`config.mk`:
```
export PLATFORM = sky130hd
export DESIGN_NAME = unaligned_bit_pattern_finder
export DESIGN_NICKNAME = d
export VERILOG_FILES = /design/src/rtl/ubpf_pkg.sv /design/src/rtl/unaligned_bit_pattern_finder.sv /design/src/rtl/ubpf_front.sv /design/src/rtl/ubpf_fifo.sv /design/src/rtl/ubpf_back.sv
export VERILOG_INCLUDE_DIRS = /design/src /design/src/rtl
export SDC_FILE = /design/constraint.sdc
export NUM_CORES = 1
export LEC_CHECK = 0
export ABC_AREA = 1
export ABC_CLOCK_PERIOD_IN_PS = 8200
export BUFFER_PORTS_ARGS = -buffer_cell sky130_fd_sc_hd__buf_2
export CELL_PAD_IN_SITES_DETAIL_PLACEMENT = 1
export CELL_PAD_IN_SITES_GLOBAL_PLACEMENT = 1
export CORE_MARGIN = 2
export CORE_UTILIZATION = 40
export CTS_BUF_LIST = sky130_fd_sc_hd__clkbuf_16
export CTS_CLUSTER_DIAMETER = 150
export DETAILED_ROUTE_END_ITERATION = 16
export PLACE_DENSITY = 0.72
export SKIP_LAST_GASP = 1
export SLEW_MARGIN = 10
export SYNTH_ARGS = -nofsm -noshare
export SYNTH_HDL_FRONTEND = slang
export SYNTH_SLANG_ARGS = --single-unit
export TNS_END_PERCENT = 10
```
`constraint.sdc`:
```
create_clock -name clk_i -period 8.2 [get_ports clk_i]
set_input_delay 1.23 -clock clk_i [delete_from_list [all_inputs] [get_ports clk_i]]
set_output_delay 1.23 -clock clk_i [all_outputs]
set_load 0.05 [all_outputs]
```
`src/rtl/unaligned_bit_pattern_finder_macros.svh`:
```
// assertion macros shared by the rtl files
`ifndef UNALIGNED_BIT_PATTERN_FINDER_MACROS_SVH
`define UNALIGNED_BIT_PATTERN_FINDER_MACROS_SVH

`ifndef SYNTH
`define UBPF_ASSERT(lbl, clk, rst_n, prop, msg) \
  lbl: assert property (@(posedge clk) disable iff (!rst_n) prop) else $error(msg);
`define UBPF_ASSERT_NEVER(lbl, clk, rst_n, cond, msg) \
  lbl: assert property (@(posedge clk) disable iff (!rst_n) !(cond)) else $error(msg);
`else
`define UBPF_ASSERT(lbl, clk, rst_n, prop, msg)
`define UBPF_ASSERT_NEVER(lbl, clk, rst_n, cond, msg)
`endif

`endif

```
`src/rtl/ubpf_pkg.sv`:
```
`timescale 1ns / 1ps

package ubpf_pkg;

  localparam int OffsetBits     = 40;
  localparam int CountBits      = OffsetBits - 3;
  localparam int MaxPatternBits = 56;
  localparam int CfgDataBits    = 56;
  localparam int CfgIndexBits   = 2;
  localparam int LenBits        = 6;
  localparam int IgnoreBits     = 8;
  localparam int Alignments     = 8;
  localparam int QueueDepth     = 4;
  localparam int QueuePtrBits   = $clog2(QueueDepth);

  localparam logic [CfgDataBits-1:0] PatternReset = 56'h0000_3141_5926_5359;
  localparam logic [LenBits-1:0]     LengthReset  = 6'd48;
  localparam logic [IgnoreBits-1:0]  IgnoreReset  = 8'd0;

  typedef enum logic [CfgIndexBits-1:0] {
    CfgPattern = 2'd0,
    CfgLength  = 2'd1,
    CfgIgnore  = 2'd2
  } cfg_reg_e;

  typedef struct packed {
    logic [7:0] data_byte;
    logic       last_byte;
  } in_item_t;

  typedef struct packed {
    logic [OffsetBits-1:0] bit_offset;
    logic                  last_of_run;
  } out_item_t;

  // one byte's qualified matches, bit s set for alignment shift s
  typedef struct packed {
    logic [Alignments-1:0] hits;
    logic [OffsetBits-1:0] rel;
  } entry_t;

  typedef struct packed {
    logic not_empty;
    logic full;
  } q_stat_t;

endpackage

```
`src/rtl/unaligned_bit_pattern_finder.sv`:
```
`timescale 1ns / 1ps
// channel | direction | handshake               | payload
// in      | input     | in_valid_i / in_stall_o | in_data_i (data_byte, last_byte)
// out     | output    | out_valid_o / out_stall_i | out_data_o (bit_offset, last_of_run)
// cfg     | input     | cfg_valid_i / cfg_ready_o | cfg_index_i, cfg_data_i
//
// one byte accepted per cycle unless the 4-entry queue is full; matches enter it that cycle
// the back end emits one match per cycle unless stalled; a byte's matches leave in turn
// a byte's matches pass through the queue and then the output register; bytes without a match never enter the queue
// in_stall_o rises only while the queue is full; out_stall_i holds the output register
// asynchronous reset clears window, byte count, queue and output valid; no clearing pass

module unaligned_bit_pattern_finder #(
  parameter int MAX_PATTERN_BITS = ubpf_pkg::MaxPatternBits
) (
  input  logic                              clk_i,
  input  logic                              rst_ni,
  input  logic                              cfg_valid_i,
  output logic                              cfg_ready_o,
  input  logic [ubpf_pkg::CfgIndexBits-1:0] cfg_index_i,
  input  logic [ubpf_pkg::CfgDataBits-1:0]  cfg_data_i,
  input  logic                              in_valid_i,
  output logic                              in_stall_o,
  input  ubpf_pkg::in_item_t                in_data_i,
  output logic                              out_valid_o,
  input  logic                              out_stall_i,
  output ubpf_pkg::out_item_t               out_data_o
);

  logic              accept;
  logic              push;
  logic              pop;
  ubpf_pkg::entry_t  entry;
  ubpf_pkg::entry_t  head;
  ubpf_pkg::q_stat_t q_stat;

  assign cfg_ready_o = 1'b1;
  assign in_stall_o  = q_stat.full;
  assign accept      = in_valid_i && !q_stat.full;

  ubpf_front #(
    .MAX_PATTERN_BITS(MAX_PATTERN_BITS)
  ) u_front (
    .clk_i      (clk_i),
    .rst_ni     (rst_ni),
    .cfg_valid_i(cfg_valid_i),
    .cfg_index_i(cfg_index_i),
    .cfg_data_i (cfg_data_i),
    .accept_i   (accept),
    .item_i     (in_data_i),
    .push_o     (push),
    .entry_o    (entry)
  );

  ubpf_fifo u_fifo (
    .clk_i  (clk_i),
    .rst_ni (rst_ni),
    .push_i (push),
    .entry_i(entry),
    .pop_i  (pop),
    .head_o (head),
    .stat_o (q_stat)
  );

  ubpf_back u_back (
    .clk_i      (clk_i),
    .rst_ni     (rst_ni),
    .head_i     (head),
    .stat_i     (q_stat),
    .pop_o      (pop),
    .out_valid_o(out_valid_o),
    .out_stall_i(out_stall_i),
    .out_data_o (out_data_o)
  );

endmodule

```
`src/rtl/ubpf_front.sv`:
```
`timescale 1ns / 1ps

module ubpf_front #(
  parameter int MAX_PATTERN_BITS = ubpf_pkg::MaxPatternBits
) (
  input  logic                                clk_i,
  input  logic                                rst_ni,
  input  logic                                cfg_valid_i,
  input  logic [ubpf_pkg::CfgIndexBits-1:0]   cfg_index_i,
  input  logic [ubpf_pkg::CfgDataBits-1:0]    cfg_data_i,
  input  logic                                accept_i,
  input  ubpf_pkg::in_item_t                  item_i,
  output logic                                push_o,
  output ubpf_pkg::entry_t                    entry_o
);

  localparam int WinBits = MAX_PATTERN_BITS + 7;
  localparam int W       = ubpf_pkg::OffsetBits;
  localparam int KBits   = 10;

  logic [MAX_PATTERN_BITS-1:0]     pattern_q;
  logic [ubpf_pkg::LenBits-1:0]    len_q;
  logic [ubpf_pkg::IgnoreBits-1:0] ignore_q;
  logic [WinBits-1:0]              win_q, win_d, win_new;
  logic [ubpf_pkg::CountBits-1:0]  count_q, count_d;
  logic [ubpf_pkg::LenBits-1:0]    len_eff;
  logic [MAX_PATTERN_BITS-1:0]     lmask;
  logic [W:0]                      base;
  logic [ubpf_pkg::Alignments-1:0] hits;

  always_ff @(posedge clk_i or negedge rst_ni) begin
    if (!rst_ni) begin
      pattern_q <= MAX_PATTERN_BITS'(ubpf_pkg::PatternReset);
      len_q     <= ubpf_pkg::LengthReset;
      ignore_q  <= ubpf_pkg::IgnoreReset;
    end else if (cfg_valid_i) begin
      unique case (ubpf_pkg::cfg_reg_e'(cfg_index_i))
        ubpf_pkg::CfgPattern: pattern_q <= cfg_data_i[MAX_PATTERN_BITS-1:0];
        ubpf_pkg::CfgLength:  len_q     <= cfg_data_i[ubpf_pkg::LenBits-1:0];
        ubpf_pkg::CfgIgnore:  ignore_q  <= cfg_data_i[ubpf_pkg::IgnoreBits-1:0];
        default: ;
      endcase
    end
  end

  // lengths above the window limit behave as the limit
  assign len_eff = (len_q > ubpf_pkg::LenBits'(MAX_PATTERN_BITS)) ?
                   ubpf_pkg::LenBits'(MAX_PATTERN_BITS) : len_q;

  always_comb begin
    for (int i = 0; i < MAX_PATTERN_BITS; i++) begin
      lmask[i] = (i < int'(len_eff));
    end
  end

  assign win_new = {win_q[WinBits-9:0], item_i.data_byte};
  // bit count up to and including this byte
  assign base    = {1'b0, count_q, 3'b000} + (W+1)'(8);

  always_comb begin
    logic [KBits-1:0] k;
    for (int s = 0; s < ubpf_pkg::Alignments; s++) begin
      k = KBits'(len_eff) + KBits'(s) + KBits'(ignore_q);
      hits[s] = (len_eff != '0) &&
                (((win_new[s +: MAX_PATTERN_BITS] ^ pattern_q) & lmask) == '0) &&
                (base >= (W+1)'(k));
    end
  end

  assign entry_o.hits = hits;
  assign entry_o.rel  = W'(base - (W+1)'(KBits'(len_eff) + KBits'(ignore_q)));
  assign push_o       = accept_i && (hits != '0);

  always_comb begin
    win_d   = win_q;
    count_d = count_q;
    if (accept_i) begin
      if (item_i.last_byte) begin
        win_d   = '0;
        count_d = '0;
      end else begin
        win_d   = win_new;
        count_d = count_q + 1'b1;
      end
    end
  end

  always_ff @(posedge clk_i or negedge rst_ni) begin
    if (!rst_ni) begin
      win_q   <= '0;
      count_q <= '0;
    end else begin
      win_q   <= win_d;
      count_q <= count_d;
    end
  end

endmodule

```
`src/rtl/ubpf_fifo.sv`:
```
`timescale 1ns / 1ps
`include "unaligned_bit_pattern_finder_macros.svh"

module ubpf_fifo (
  input  logic              clk_i,
  input  logic              rst_ni,
  input  logic              push_i,
  input  ubpf_pkg::entry_t  entry_i,
  input  logic              pop_i,
  output ubpf_pkg::entry_t  head_o,
  output ubpf_pkg::q_stat_t stat_o
);

  ubpf_pkg::entry_t                  mem_q [ubpf_pkg::QueueDepth];
  logic [ubpf_pkg::QueuePtrBits-1:0] wr_q, wr_d, rd_q, rd_d;
  logic [ubpf_pkg::QueuePtrBits:0]   fill_q, fill_d;

  always_ff @(posedge clk_i) begin
    if (push_i) begin
      mem_q[wr_q] <= entry_i;
    end
  end

  assign head_o           = mem_q[rd_q];
  assign stat_o.not_empty = (fill_q != '0);
  assign stat_o.full      = (fill_q == (ubpf_pkg::QueuePtrBits+1)'(ubpf_pkg::QueueDepth));

  always_comb begin
    wr_d   = push_i ? wr_q + 1'b1 : wr_q;
    rd_d   = pop_i ? rd_q + 1'b1 : rd_q;
    fill_d = fill_q;
    if (push_i && !pop_i) begin
      fill_d = fill_q + 1'b1;
    end else if (pop_i && !push_i) begin
      fill_d = fill_q - 1'b1;
    end
  end

  always_ff @(posedge clk_i or negedge rst_ni) begin
    if (!rst_ni) begin
      wr_q   <= '0;
      rd_q   <= '0;
      fill_q <= '0;
    end else begin
      wr_q   <= wr_d;
      rd_q   <= rd_d;
      fill_q <= fill_d;
    end
  end

  `UBPF_ASSERT_NEVER(a_no_overflow, clk_i, rst_ni, push_i && stat_o.full, "queue overflow")
  `UBPF_ASSERT_NEVER(a_no_underflow, clk_i, rst_ni, pop_i && !stat_o.not_empty, "queue underflow")

endmodule

```
`src/rtl/ubpf_back.sv`:
```
`timescale 1ns / 1ps
`include "unaligned_bit_pattern_finder_macros.svh"

module ubpf_back (
  input  logic                clk_i,
  input  logic                rst_ni,
  input  ubpf_pkg::entry_t    head_i,
  input  ubpf_pkg::q_stat_t   stat_i,
  output logic                pop_o,
  output logic                out_valid_o,
  input  logic                out_stall_i,
  output ubpf_pkg::out_item_t out_data_o
);

  logic [ubpf_pkg::Alignments-1:0] done_q, done_d;
  logic [ubpf_pkg::Alignments-1:0] rem, rem_after, pick;
  logic [2:0]                      sel;
  logic                            load;
  logic                            out_vld_q, out_vld_d;
  ubpf_pkg::out_item_t             out_q, out_d;

  assign rem = head_i.hits & ~done_q;

  // largest shift first: earliest start bit
  always_comb begin
    sel = '0;
    for (int i = 0; i < ubpf_pkg::Alignments; i++) begin
      if (rem[i]) begin
        sel = 3'(i);
      end
    end
  end

  assign pick      = ubpf_pkg::Alignments'(1) << sel;
  assign rem_after = rem & ~pick;
  assign load      = stat_i.not_empty && (!out_vld_q || !out_stall_i);
  assign pop_o     = load && (rem_after == '0);

  always_comb begin
    done_d    = done_q;
    out_vld_d = out_vld_q;
    out_d     = out_q;
    if (!out_vld_q || !out_stall_i) begin
      out_vld_d = stat_i.not_empty;
    end
    if (load) begin
      out_d.bit_offset  = head_i.rel - ubpf_pkg::OffsetBits'(sel);
      out_d.last_of_run = (rem_after == '0);
      done_d            = (rem_after == '0) ? '0 : (done_q | pick);
    end
  end

  always_ff @(posedge clk_i or negedge rst_ni) begin
    if (!rst_ni) begin
      done_q    <= '0;
      out_vld_q <= 1'b0;
    end else begin
      done_q    <= done_d;
      out_vld_q <= out_vld_d;
    end
  end

  always_ff @(posedge clk_i) begin
    out_q <= out_d;
  end

  assign out_valid_o = out_vld_q;
  assign out_data_o  = out_q;

  `UBPF_ASSERT(a_head_has_work, clk_i, rst_ni, stat_i.not_empty |-> (rem != '0), "queued entry without pending match")
  `UBPF_ASSERT_NEVER(a_done_in_hits, clk_i, rst_ni, stat_i.not_empty && ((done_q & ~head_i.hits) != '0), "done mask outside head hits")
  `UBPF_ASSERT(a_run_continues, clk_i, rst_ni, (out_vld_q && !out_stall_i && !out_q.last_of_run) |=> out_vld_q, "run broken before last match")

endmodule

```
==> results of run 1 <==
## per-layer routing
layer  global-route usage  up-vias
met5                    0        -
met4               0.1414        0
met3              0.03465      281
met2               0.5050      777
met1               0.3542    12830
li1                     -    11980
## flip-flops by register name (all words and copies together) (netlist names)
register / cells
u_fifo.mem_q: 192
u_front.pattern_q: 56
u_front.win_q: 55
u_back.out_data_o: 41
u_front.count_q: 37
u_back.done_q: 8
u_front.ignore_q: 8
u_front.len_q: 6
u_fifo.fill_q: 3
u_fifo.rd_q: 2
u_fifo.wr_q: 2
u_back.out_valid_o: 1
## per-stage QoR
stage | std cells | setup slack (ps) | hold slack, ps | instance area [sq um] | utilization
finish | 4625 | 1649 | 503.3 | 32320 | 0.4437
global route | 4625 | 1016 | 543.6 | 32320 | 0.4437
CTS | 4625 | 1647 | 504.5 | 32320 | 0.4437
detailed placement | 4535 | 1668 | 485.6 | 30640 | 0.4207
global placement | 4535 | 1857 | 488.2 | 30640 | 0.4207
floorplan | 3630 | 1640 | 465.1 | 29390 | -
## cell usage in the layout (no fill, tap or decap), types with 5 or more instances in the layout
master     count
a21o_1         6
a21oi_1      161
a22o_1         5
a31oi_1        6
a32o_1        33
buf_2        113
buf_4         25
bufinv_16      8
clkbuf_16     49
clkinv_1      13
clkinv_2       8
conb_1         6
dfrtp_1      155
dfstp_2       22
edfxtp_1     233
fa_1           6
ha_1         110
inv_1        297
inv_2          7
mux2_2        40
nand2_1      834
nand2_2       19
nand3_1      130
nand3b_1       6
nand4_1       43
nor2_1       342
nor2_2        17
nor2_4        14
nor3_1        27
o211ai_1      13
o21ai_0      208
o21ai_1       13
o21bai_1      12
o22ai_1      109
or2_2         10
xnor2_1      177
xor2_1       330
## worst min-delay path: cells and delay by family, from the launching register on
| kind | cells | cell delay (ps) |
|---|---|---|
| AO/OA/AOI/OAI | 1 | 90 |
| flip-flops | 1 | 340 |
| buffers and inverters | 1 | 50 |
## cell families (layout without fill, tap and decap cells)
group | after synthesis | after routing
AND/OR/NAND/NOR | 1461 | 1461
multiplexers | 40 | 40
adder cells (fa/ha/maj) | 116 | 116
buffers and inverters | 495 | 531
flip-flops | 411 | 411
other | 2 | 6
AO/OA/AOI/OAI | 593 | 593
XOR/XNOR | 508 | 508
## cell type report
cell class / instances / area (sq um) / area share
flip-flops and latches: 411 / 11480 / 0.3552
clock inverters: 41 / 454.2 / 0.01405
multi-input cells: 2724 / 16060 / 0.4969
inverters: 302 / 1134 / 0.03507
well taps: 959 / 1200 / 0.03713
clock buffers: 49 / 1226 / 0.03794
repair buffers: 139 / 767.0 / 0.02373
## final timing paths
kind                       slack (ps)  depth (start not counted)                                 to
min in group asynchronous         630                          1   u_front.pattern_q[1]$_DFFE_PN0P_
setup reg to reg                 1650                         31      u_fifo.mem_q[0][19]$_DFFE_PP_
hold reg to reg                   500                          2       u_back.done_q[0]$_DFFE_PN0P_
setup / recovery                 1650                         31      u_fifo.mem_q[0][19]$_DFFE_PP_
hold / removal                    500                          2       u_back.done_q[0]$_DFFE_PN0P_
max in group asynchronous        6320                          2  u_front.pattern_q[41]$_DFFE_PN0P_
## power by group
group | total [W] | leakage, nW | switching, W | internal [W]
combinational | 0.00503 | 9.02 | 0.00341 | 0.00162
sequential | 0.00330 | 4.43 | 0.000597 | 0.00270
clock | 0.00230 | 0.835 | 0.000947 | 0.00135
total | 0.0106 | 14.3 | 0.00496 | 0.00568
## Yosys cell counts (6+ instances only)
master and count:
o21bai_1 12, nor2_2 17, mux2_2 40, xnor2_1 177, o21ai_0 208, ha_1 110, nor2_1 347, buf_1 84
nand3_1 130, inv_1 292, o21ai_1 13, clkbuf_1 84, a21oi_1 161, nor3_1 27, dfstp_2 22, o211ai_1 13
a31oi_1 6, xor2_1 330, inv_2 7, dfrtp_1 156, fa_1 6, nand3b_1 6, edfxtp_1 233, a21o_1 6
o22ai_1 109, or2_2 11, nand2_2 18, buf_2 22, nor2_4 9, nand4_1 43, a32o_1 33, nand2_1 835
==> impl_metrics.csv, run 1 <==
group,metric,value,unit
logic_synthesis,synth_top_area_share,0.2382,
timing,fin_worst_skew,41.31,ps
cts,clkSinkCount,411,
logic_synthesis,synth_top_family_by_area,"simple AND/OR/NAND/NOR gates",
logic_synthesis,synth-xor-area-share,0.1517,
floorplanning,start_util,0.4033,
worst_setup_path,cp_num_buf_inv,5,
timing,rsz0062_at_grt,"false",
logic_synthesis,yosysSeqAreaShare,0.3907,
floorplanning,die_width,275,um
worst_setup_path,crit_path_frequent_cell,"nand2_1",
global_routing,antenna_found_initial,0,
worst_setup_path,required,8500,ps
global_routing,grtUsageTotal,0.2897,
logic_synthesis,synthFlopType,"edfxtp_1",
worst_setup_path,cp.arrival,6850,ps
cts,cts_resized,0,
timing,worst_slew_pin_slew,1281,ps
logic_synthesis,synth.ff_latch_count,411,
hold_path,min_path_type,"reg2reg",
pwr,p_leak,14.28,nW
cts,clock_latency,630,ps
flow_run,maxCapViolations,0,
final_layout,final_nets,3815,
cts,clock_path_buffers,3,
timing,post-route-period-util,0.7989,
placed_design,portBuffers,114,
timing,hold_viol_final,0,
cts,post_cts_buffers,0,
detailed_routing,drt-total-wl,110400,um
logic_synthesis,synthSimpleGateAreaFrac,0.2080,
pwr,finalPower,0.01063,W
detailed_routing,maxUsedRoutingLayer,"met4",
cts,cts.clk_slew.worst_paths,60,ps
global_routing,grt_first_pass_wirelength,165200,um
logic_synthesis,synth_largest_area_cell,"edfxtp_1",
cts,postCtsHoldBufs,0,
cts,tritoncts,"yes",
logic_synthesis,synth_compound_area_frac,0.1184,
detailed_routing,met3WireLength,5198,um
logic_synthesis,synth-async-reset-ratio,0.4331,
floorplanning,die_y,275,um
cts,cts-root-buf,"clkbuf_16",
logic_synthesis,yosys.area_share.adder,0.05094,
detailed_routing,viasPerCell,5.593,
worst_setup_path,startpoint_type,"flop",
cts,numCtsBuffers,49,
final_layout,diodes,0,
final_layout,syn_to_final_growth,10.02,%
worst_setup_path,crit_type,"reg2reg",
floorplanning,dieArea,0.07563,sq mm
worst_setup_path,setup.worst_path.end_class,"flop",
timing,setup_viol_count_final,0,
final_layout,fillers,8827,
detailed_routing,wl_met2,54060,um
worst_setup_path,critPathSlowestCell,"dfstp_2",
run_status,status,"finished, final reports clean",
placed_design,dp_hpwl,82450,um
pwr,power_density,329.0,mW/mm^2
logic_synthesis,synth_edf_count,233,
placed_design,globalplace.congestion,1.001,
global_routing,grt_pass1_vias,26340,
logic_synthesis,syn-mean-instance-area,8.102,sq um
detailed_routing,ant_nets,0,
logic_synthesis,syn_inst,3626,
floorplanning,io_pins,116,
worst_setup_path,crit_fanout,28,
worst_setup_path,worstSetupStartpoint,"u_front.len_q[5]$_DFFE_PN1P_",
worst_setup_path,critPathMaxStageDelay,790,ps
detailed_routing,routedWlPerCell,23.88,um
logic_synthesis,ys_types,62,
floorplanning,core,0.07283,sq mm
logic_synthesis,yosysWarnings,0,
detailed_routing,wl_met1,45370,um
logic_synthesis,muxShareOfSynthArea,0.01533,
timing,tns,0,ps
hold_path,hp-start,"u_back.done_q[0]$_DFFE_PN0P_",
detailed_routing,drt-pass1-iter-count,7,
final_layout,final_layout_size_suffix_gt1_frac,0.09793,
worst_setup_path,critPathTopFamily,"simple AND/OR/NAND/NOR gates",
detailed_routing,drtIter0Drc,1685,
pwr,ir_drop,246.9,uV
global_routing,grt_overflow,0,
worst_setup_path,r2r_start,"u_front.len_q[5]$_DFFE_PN1P_",
floorplanning,rows,99,
timing,report.final.slew_viol_count,0,
detailed_routing,num_vias,25870,
detailed_routing,drc,0,
timing,min_period,6551,ps
timing,max_slew_margin,0.1461,
global_routing,grt_max_degree,77,
timing,fmax,0.1526,GHz
logic_synthesis,synth_area_leaders,"edfxtp_1 24%, dfrtp_1 13%, nand2_1 11%, xor2_1 9.8%, xnor2_1 5.3%",
logic_synthesis,netlist_area,0.02938,sq mm
cts,cts_max_level,2,
Power figures use the tool's default switching activity.
==> inputs of run 2 (changes only) <==
Settings changed: ABC_CLOCK_PERIOD_IN_PS 8200 to 5350, PLACE_DENSITY 0.72 to 0.74.
Clock period 8.2 ns to 5.35 ns, I/O delays scaled along.
==> run 2 against run 1 <==
Compared with the run above: first-iteration DRC count grew 11%; global-route usage is 0.42 points higher; die area stayed put; via count rose by 2.3%; sequential power up 51%; clock skew is 15 ps lower; worst setup slack got worse by 1500 ps; sequential share of layout area is 1.0 points lower; utilization grew 1.3 points; maximum frequency up 27%; wire length grew 1.4%.
==> impl_metrics.csv, run 2 (synthesized netlist as in run 1, its figures left out) <==
group,metric,value,unit
run_status,status,"finished, final reports clean",
final_layout,top_register,"u_fifo.mem_q",
global_routing,antenna_found_initial,0,
floorplanning,rows,99,
global_routing,use_met1,0.3635,
final_layout,final_layout_size_suffix_gt1_frac,0.1286,
timing,rsz0062_at_grt,"true",
worst_setup_path,crit_path_frequent_cell,"nand2_1",
worst_setup_path,r2r_start,"u_front.len_q[4]$_DFFE_PN1P_",
worst_setup_path,reg2reg_depth,32,
cts,numCtsBuffers,50,
detailed_routing,num_vias,26460,
timing,min_period,5161,ps
detailed_routing,drt-total-wl,112000,um
timing,holdWs,297.5,ps
detailed_routing,drc,0,
final_layout,syn_to_final_growth,13.24,%
global_routing,use_met3,0.04163,
cts,cts.clk_slew.worst_paths,60,ps
final_layout,instances_no_fill,4722,
cts,cts-root-buf,"clkbuf_16",
detailed_routing,ant_nets,0,
global_routing,grtUsageTotal,0.2939,
floorplanning,die_y,275,um
floorplanning,core,0.07283,sq mm
global_routing,grt_pass1_vias,27020,
floorplanning,dieArea,0.07563,sq mm
cts,clock_latency,630,ps
pwr,power_density,495.0,mW/mm^2
floorplanning,die_width,275,um
final_layout,final_common_cell,"nand2_1",
final_layout,diodes,0,
detailed_routing,routedWlPerCell,23.71,um
global_routing,grt_util_met2,0.5055,
timing,setup_viol_count_final,0,
worst_setup_path,timing.rr.end,"u_fifo.fill_q[1]$_DFFE_PN0P_",
worst_setup_path,startpoint_type,"flop",
flow_run,maxCapViolations,0,
detailed_routing,drtIter0Drc,1862,
detailed_routing,viasPerCell,5.604,
global_routing,grt_max_degree,99,
cts,clock_path_buffers,3,
worst_setup_path,cp_num_buf_inv,5,
worst_setup_path,critPathMaxStageDelay,540,ps
placed_design,dp_hpwl,84520,um
timing,hold_viol_final,0,
placed_design,globalplace.congestion,0.9759,
worst_setup_path,cp.arrival,5670,ps
global_routing,grt_overflow,0,
cts,tritoncts,"yes",
worst_setup_path,rrSetupSlack,190,ps
timing,fmax,0.1938,GHz
global_routing,grt_first_pass_wirelength,167500,um
final_layout,final_cell_mix,"834 x nand2_1, 337 x nor2_1, 328 x xor2_1",
placed_design,placed_area,0.03139,sq mm
placed_design,dp_cells,4623,
worst_setup_path,crit_fanout,5,
timing,max_slew_margin,0.1749,
cts,clkSinkCount,411,
worst_setup_path,crit_type,"reg2reg",
worst_setup_path,setup.worst_path.end_class,"flop",
worst_setup_path,critPathTopFamily,"adder cells",
timing,worst_slew_pin_slew,1229,ps
final_layout,post-route-util,0.4567,
final_layout,stdcell_area,0.03327,sq mm
final_layout,reg_top3,"u_fifo.mem_q (192), u_front.pattern_q (56), u_front.win_q (55)",
cts,postCtsHoldBufs,0,
worst_setup_path,worstSetupStartpoint,"u_front.len_q[4]$_DFFE_PN1P_",
placed_design,portBuffers,114,
timing,fin_worst_skew,25.92,ps
pwr,p_leak,14.82,nW
worst_setup_path,required,5860,ps
floorplanning,io_pins,116,
pwr,finalPower,0.01647,W
timing,report.final.slew_viol_count,0,
final_layout,final_nets,3911,
pwr,ir_drop,521.6,uV
floorplanning,start_util,0.4033,
hold_path,min_path_type,"in2async",
detailed_routing,drt-pass1-iter-count,5,
cts,cts_max_level,2,
worst_setup_path,critPathSlowestCell,"dfstp_2",
global_routing,grt-busiest-layer,"met2",
timing,post-route-period-util,0.9647,
final_layout,largest_reg_flops,192,
-- run 2: through the flow --
step	setup slack, ps	setup TNS [ps]
after floorplan	-415.4	-79750
after global placement	200.3	0
after detailed placement	26.01	0
after CTS	48.78	0
after global routing	-169.5	-308.7
final	189.1	0
-- run 2: worst max-delay path by stage --
| stage | to | cells past startpoint |
|---|---|---|
| after floorplan | u_fifo.mem_q[0][0]$_DFFE_PP_ | 32 |
| after global placement | u_fifo.fill_q[1]$_DFFE_PN0P_ | 31 |
| after detailed placement | u_fifo.fill_q[1]$_DFFE_PN0P_ | 31 |
| after CTS | u_fifo.fill_q[1]$_DFFE_PN0P_ | 33 |
| after global routing | u_fifo.fill_q[1]$_DFFE_PN0P_ | 32 |
| final | u_fifo.fill_q[1]$_DFFE_PN0P_ | 32 |
-- run 2: repair_timing --
item | CTS | global route
hold endpoints to repair | 0 | 0
endpoints found under the setup margin | 1 | 113
setup buffers | 0 | 7
pin swaps | 0 | 21
gates resized for setup | 1 | 46
-- run 2: power by group --
group	internal [W]	total (W)	leakage, nW	switching, W
clock network	0.00203	0.00349	0.857	0.00146
logic	0.00268	0.00800	9.53	0.00533
registers	0.00414	0.00498	4.43	0.000832
-- run 2: per-layer routing --
layer  share of wire  routed length (um)  vias to the layer above
li1                -                   -                    12160
met4           0.051                5763                        0
met2            0.48               53890                      921
met5               0                   0                        -
met1            0.41               45690                    13070
met3           0.059                6624                      306
-- run 2: area by class of cell --
type | instances | area (sq um)
Inverter | 302 | 1134
Clock buffer | 51 | 1276
Timing Repair Buffer | 234 | 1575
Clock inverter | 41 | 397.9
Tap cell | 959 | 1200
Sequential cell | 411 | 11480
Fill cell | 8797 | 39570
Multi-Input combinational cell | 2724 | 16200
==> inputs of run 3 (changes only) <==
Settings changed: ABC_CLOCK_PERIOD_IN_PS 5350 to 4400, GPL_ROUTABILITY_DRIVEN set to 0.
Clock period 5.35 ns to 4.4 ns, I/O delays scaled along.
==> run 3 against run 2 <==
Compared with the run above: the flow now finishes with violations (negative setup slack); via count increased by 5.9%; utilization increased by 3.6 points; final area increased by 7.9%; first-iteration DRC count increased by 22%; sequential power increased by 18%; die area unchanged; global-route usage increased by 1.5 points; flip-flop and latch count unchanged; register-to-register slack got worse by 860 ps; sequential share of layout area decreased by 2.5 points; critical path type unchanged; critical endpoint unchanged; largest power group unchanged.
==> impl_metrics.csv, run 3 (synthesized netlist as in run 1, its figures left out) <==
group,metric,value,unit
timing,report.final.slew_viol_count,0,
timing,setup_viol_count_final,254,
timing,postLayoutSetupSlackWorst,-672.1,ps
worst_setup_path,rrSetupSlack,-670,ps
final_layout,stdcell_area,0.03589,sq mm
pwr,p_sw,0.009757,W
global_routing,grt_pass1_vias,29180,
pwr,finalPower,0.02135,W
pwr,seq_power_share,0.276,
worst_setup_path,required,4880,ps
timing,tns,-104300,ps
run_status,status,"finished, violations left",
final_layout,largest_reg_flops,192,
floorplanning,start_util,0.4033,
timing,holdWs,266.8,ps
worst_setup_path,crit_fanout,6,
final_layout,final_nets,4184,
timing,worst_slew_pin_slew,986.7,ps
detailed_routing,drc,0,
floorplanning,die_y,275,um
cts,cts_max_level,2,
timing,rsz0062_at_grt,"true",
cts,cts.clk_slew.worst_paths,60,ps
final_layout,reg_top3,"u_fifo.mem_q (192), u_front.pattern_q (56), u_front.win_q (55)",
final_layout,post-route-util,0.4927,
final_layout,top_register,"u_fifo.mem_q",
detailed_routing,viasPerCell,5.609,
worst_setup_path,startpoint_type,"flop",
worst_setup_path,critPathMaxStageDelay,550,ps
run_status,violations,"negative setup slack",
hold_path,min_path_type,"in2reg",
floorplanning,die_width,275,um
worst_setup_path,critPathSlowestCell,"dfstp_2",
pwr,power.internal,0.01160,W
detailed_routing,routedWlPerCell,23.74,um
global_routing,antenna_found_initial,0,
final_layout,final_layout_size_suffix_gt1_frac,0.2014,
final_layout,final_common_cell,"nand2_1",
flow_run,maxCapViolations,0,
timing,fmax,0.1972,GHz
timing,post-route-period-util,1.153,
placed_design,placed_area,0.03336,sq mm
cts,numCtsBuffers,49,
timing,max_slew_margin,0.3400,
timing,min_period,5072,ps
worst_setup_path,setup.worst_path.end_class,"flop",
final_layout,syn_to_final_growth,22.16,%
detailed_routing,drt-total-wl,118600,um
detailed_routing,drt-pass1-iter-count,7,
final_layout,fillers,8799,
floorplanning,core,0.07283,sq mm
timing,hold_viol_final,0,
floorplanning,rows,99,
placed_design,portBuffers,114,
global_routing,grt_first_pass_wirelength,177200,um
worst_setup_path,crit_type,"reg2reg",
final_layout,diodes,0,
worst_setup_path,cp.arrival,5550,ps
detailed_routing,num_vias,28020,
pwr,power_frac_comb,0.527,
global_routing,grt_overflow,0,
cts,clock_latency,630,ps
pwr,ir_drop,514.5,uV
timing,fin_worst_skew,49.63,ps
global_routing,grtUsageTotal,0.3090,
placed_design,dp_hpwl,88650,um
cts,clkSinkCount,411,
pwr,p_leak,16.23,nW
floorplanning,io_pins,116,
cts,clock_path_buffers,3,
cts,tritoncts,"yes",
pwr,p_clk_frac,0.197,
detailed_routing,drtIter0Drc,2272,
cts,cts-root-buf,"clkbuf_16",
pwr,power_density,595.1,mW/mm^2
detailed_routing,ant_nets,0,
final_layout,final_cell_mix,"819 x nand2_1, 362 x buf_4, 339 x nor2_1",
pwr,swShare,0.4569,
global_routing,grt_max_degree,100,
floorplanning,dieArea,0.07563,sq mm
==> run 3: cell type report <==
cell class / count / area [sq um] / area share
repair buffers: 508 / 3902 / 0.1087
flip-flops and latches: 411 / 11480 / 0.3199
multi-input cells: 2724 / 16510 / 0.4601
clock buffers: 49 / 1226 / 0.03417
clock inverters: 42 / 415.4 / 0.01158
well taps: 959 / 1200 / 0.03344
inverters: 302 / 1150 / 0.03204
==> run 3: final timing paths <==
path,from,endpoint,cells after the start
max,u_front.len_q[4]$_DFFE_PN1P_,u_fifo.fill_q[1]$_DFFE_PN0P_,33
min,cfg_data_i[47],u_front.pattern_q[47]$_DFFE_PN0P_,2
max reg2reg,u_front.len_q[4]$_DFFE_PN1P_,u_fifo.fill_q[1]$_DFFE_PN0P_,33
min reg2reg,u_back.done_q[7]$_DFFE_PN0P_,u_back.done_q[7]$_DFFE_PN0P_,2
max in group asynchronous,rst_ni,u_front.pattern_q[26]$_DFFE_PN0P_,3
min in group asynchronous,rst_ni,u_front.ignore_q[6]$_DFFE_PN0P_,2
==> run 3: per-layer routing <==
layer,part of all wire,global-route usage,wire length (um),up-vias
met1,0.39,0.3786,46500,13680
met4,0.068,0.1744,8059,0
li1,-,-,-,12710
met5,0,0,0,-
met3,0.070,0.04547,8356,433
met2,0.47,0.5205,55670,1192
==> run 3: power by group through the flow <==
stage	logic [W]	registers, W	clock network, W
global placement	0.0103	0.00589	0
floorplan	0.00646	0.00600	0
CTS	0.0110	0.00585	0.00427
global route	0.0122	0.00591	0.00440
finish	0.0113	0.00588	0.00421
detailed placement	0.0107	0.00592	0
==> run 3: worst max-delay path, delay by kind of cell, from the launching register on <==
kind            cells  cell delay, ps
fa+ha+maj           5            1360
simple gates       15            1320
compound gates      5             780
flops               1             550
buf+inv             6             490
mux                 1             280
xor+xnor            1             150
==> run 3: metrics by stage <==
step           instances  setup WS, ps
6_report            4995        -672.1
2_1_floorplan       3630        -698.6
5_1_grt             4995        -952.5
4_1_cts             4988        -553.3
3_5_place_dp        4861        -826.1
3_3_place_gp        4861        -636.7
==> run 3: repair_timing <==
action                                  CTS  global route
hold buffers                              1             0
gates cloned                              2             3
pin swaps                                66            47
buffers inserted                         34             5
endpoints found under the setup margin  278           321
hold endpoints to repair                  9             0
resized for setup                        80            36
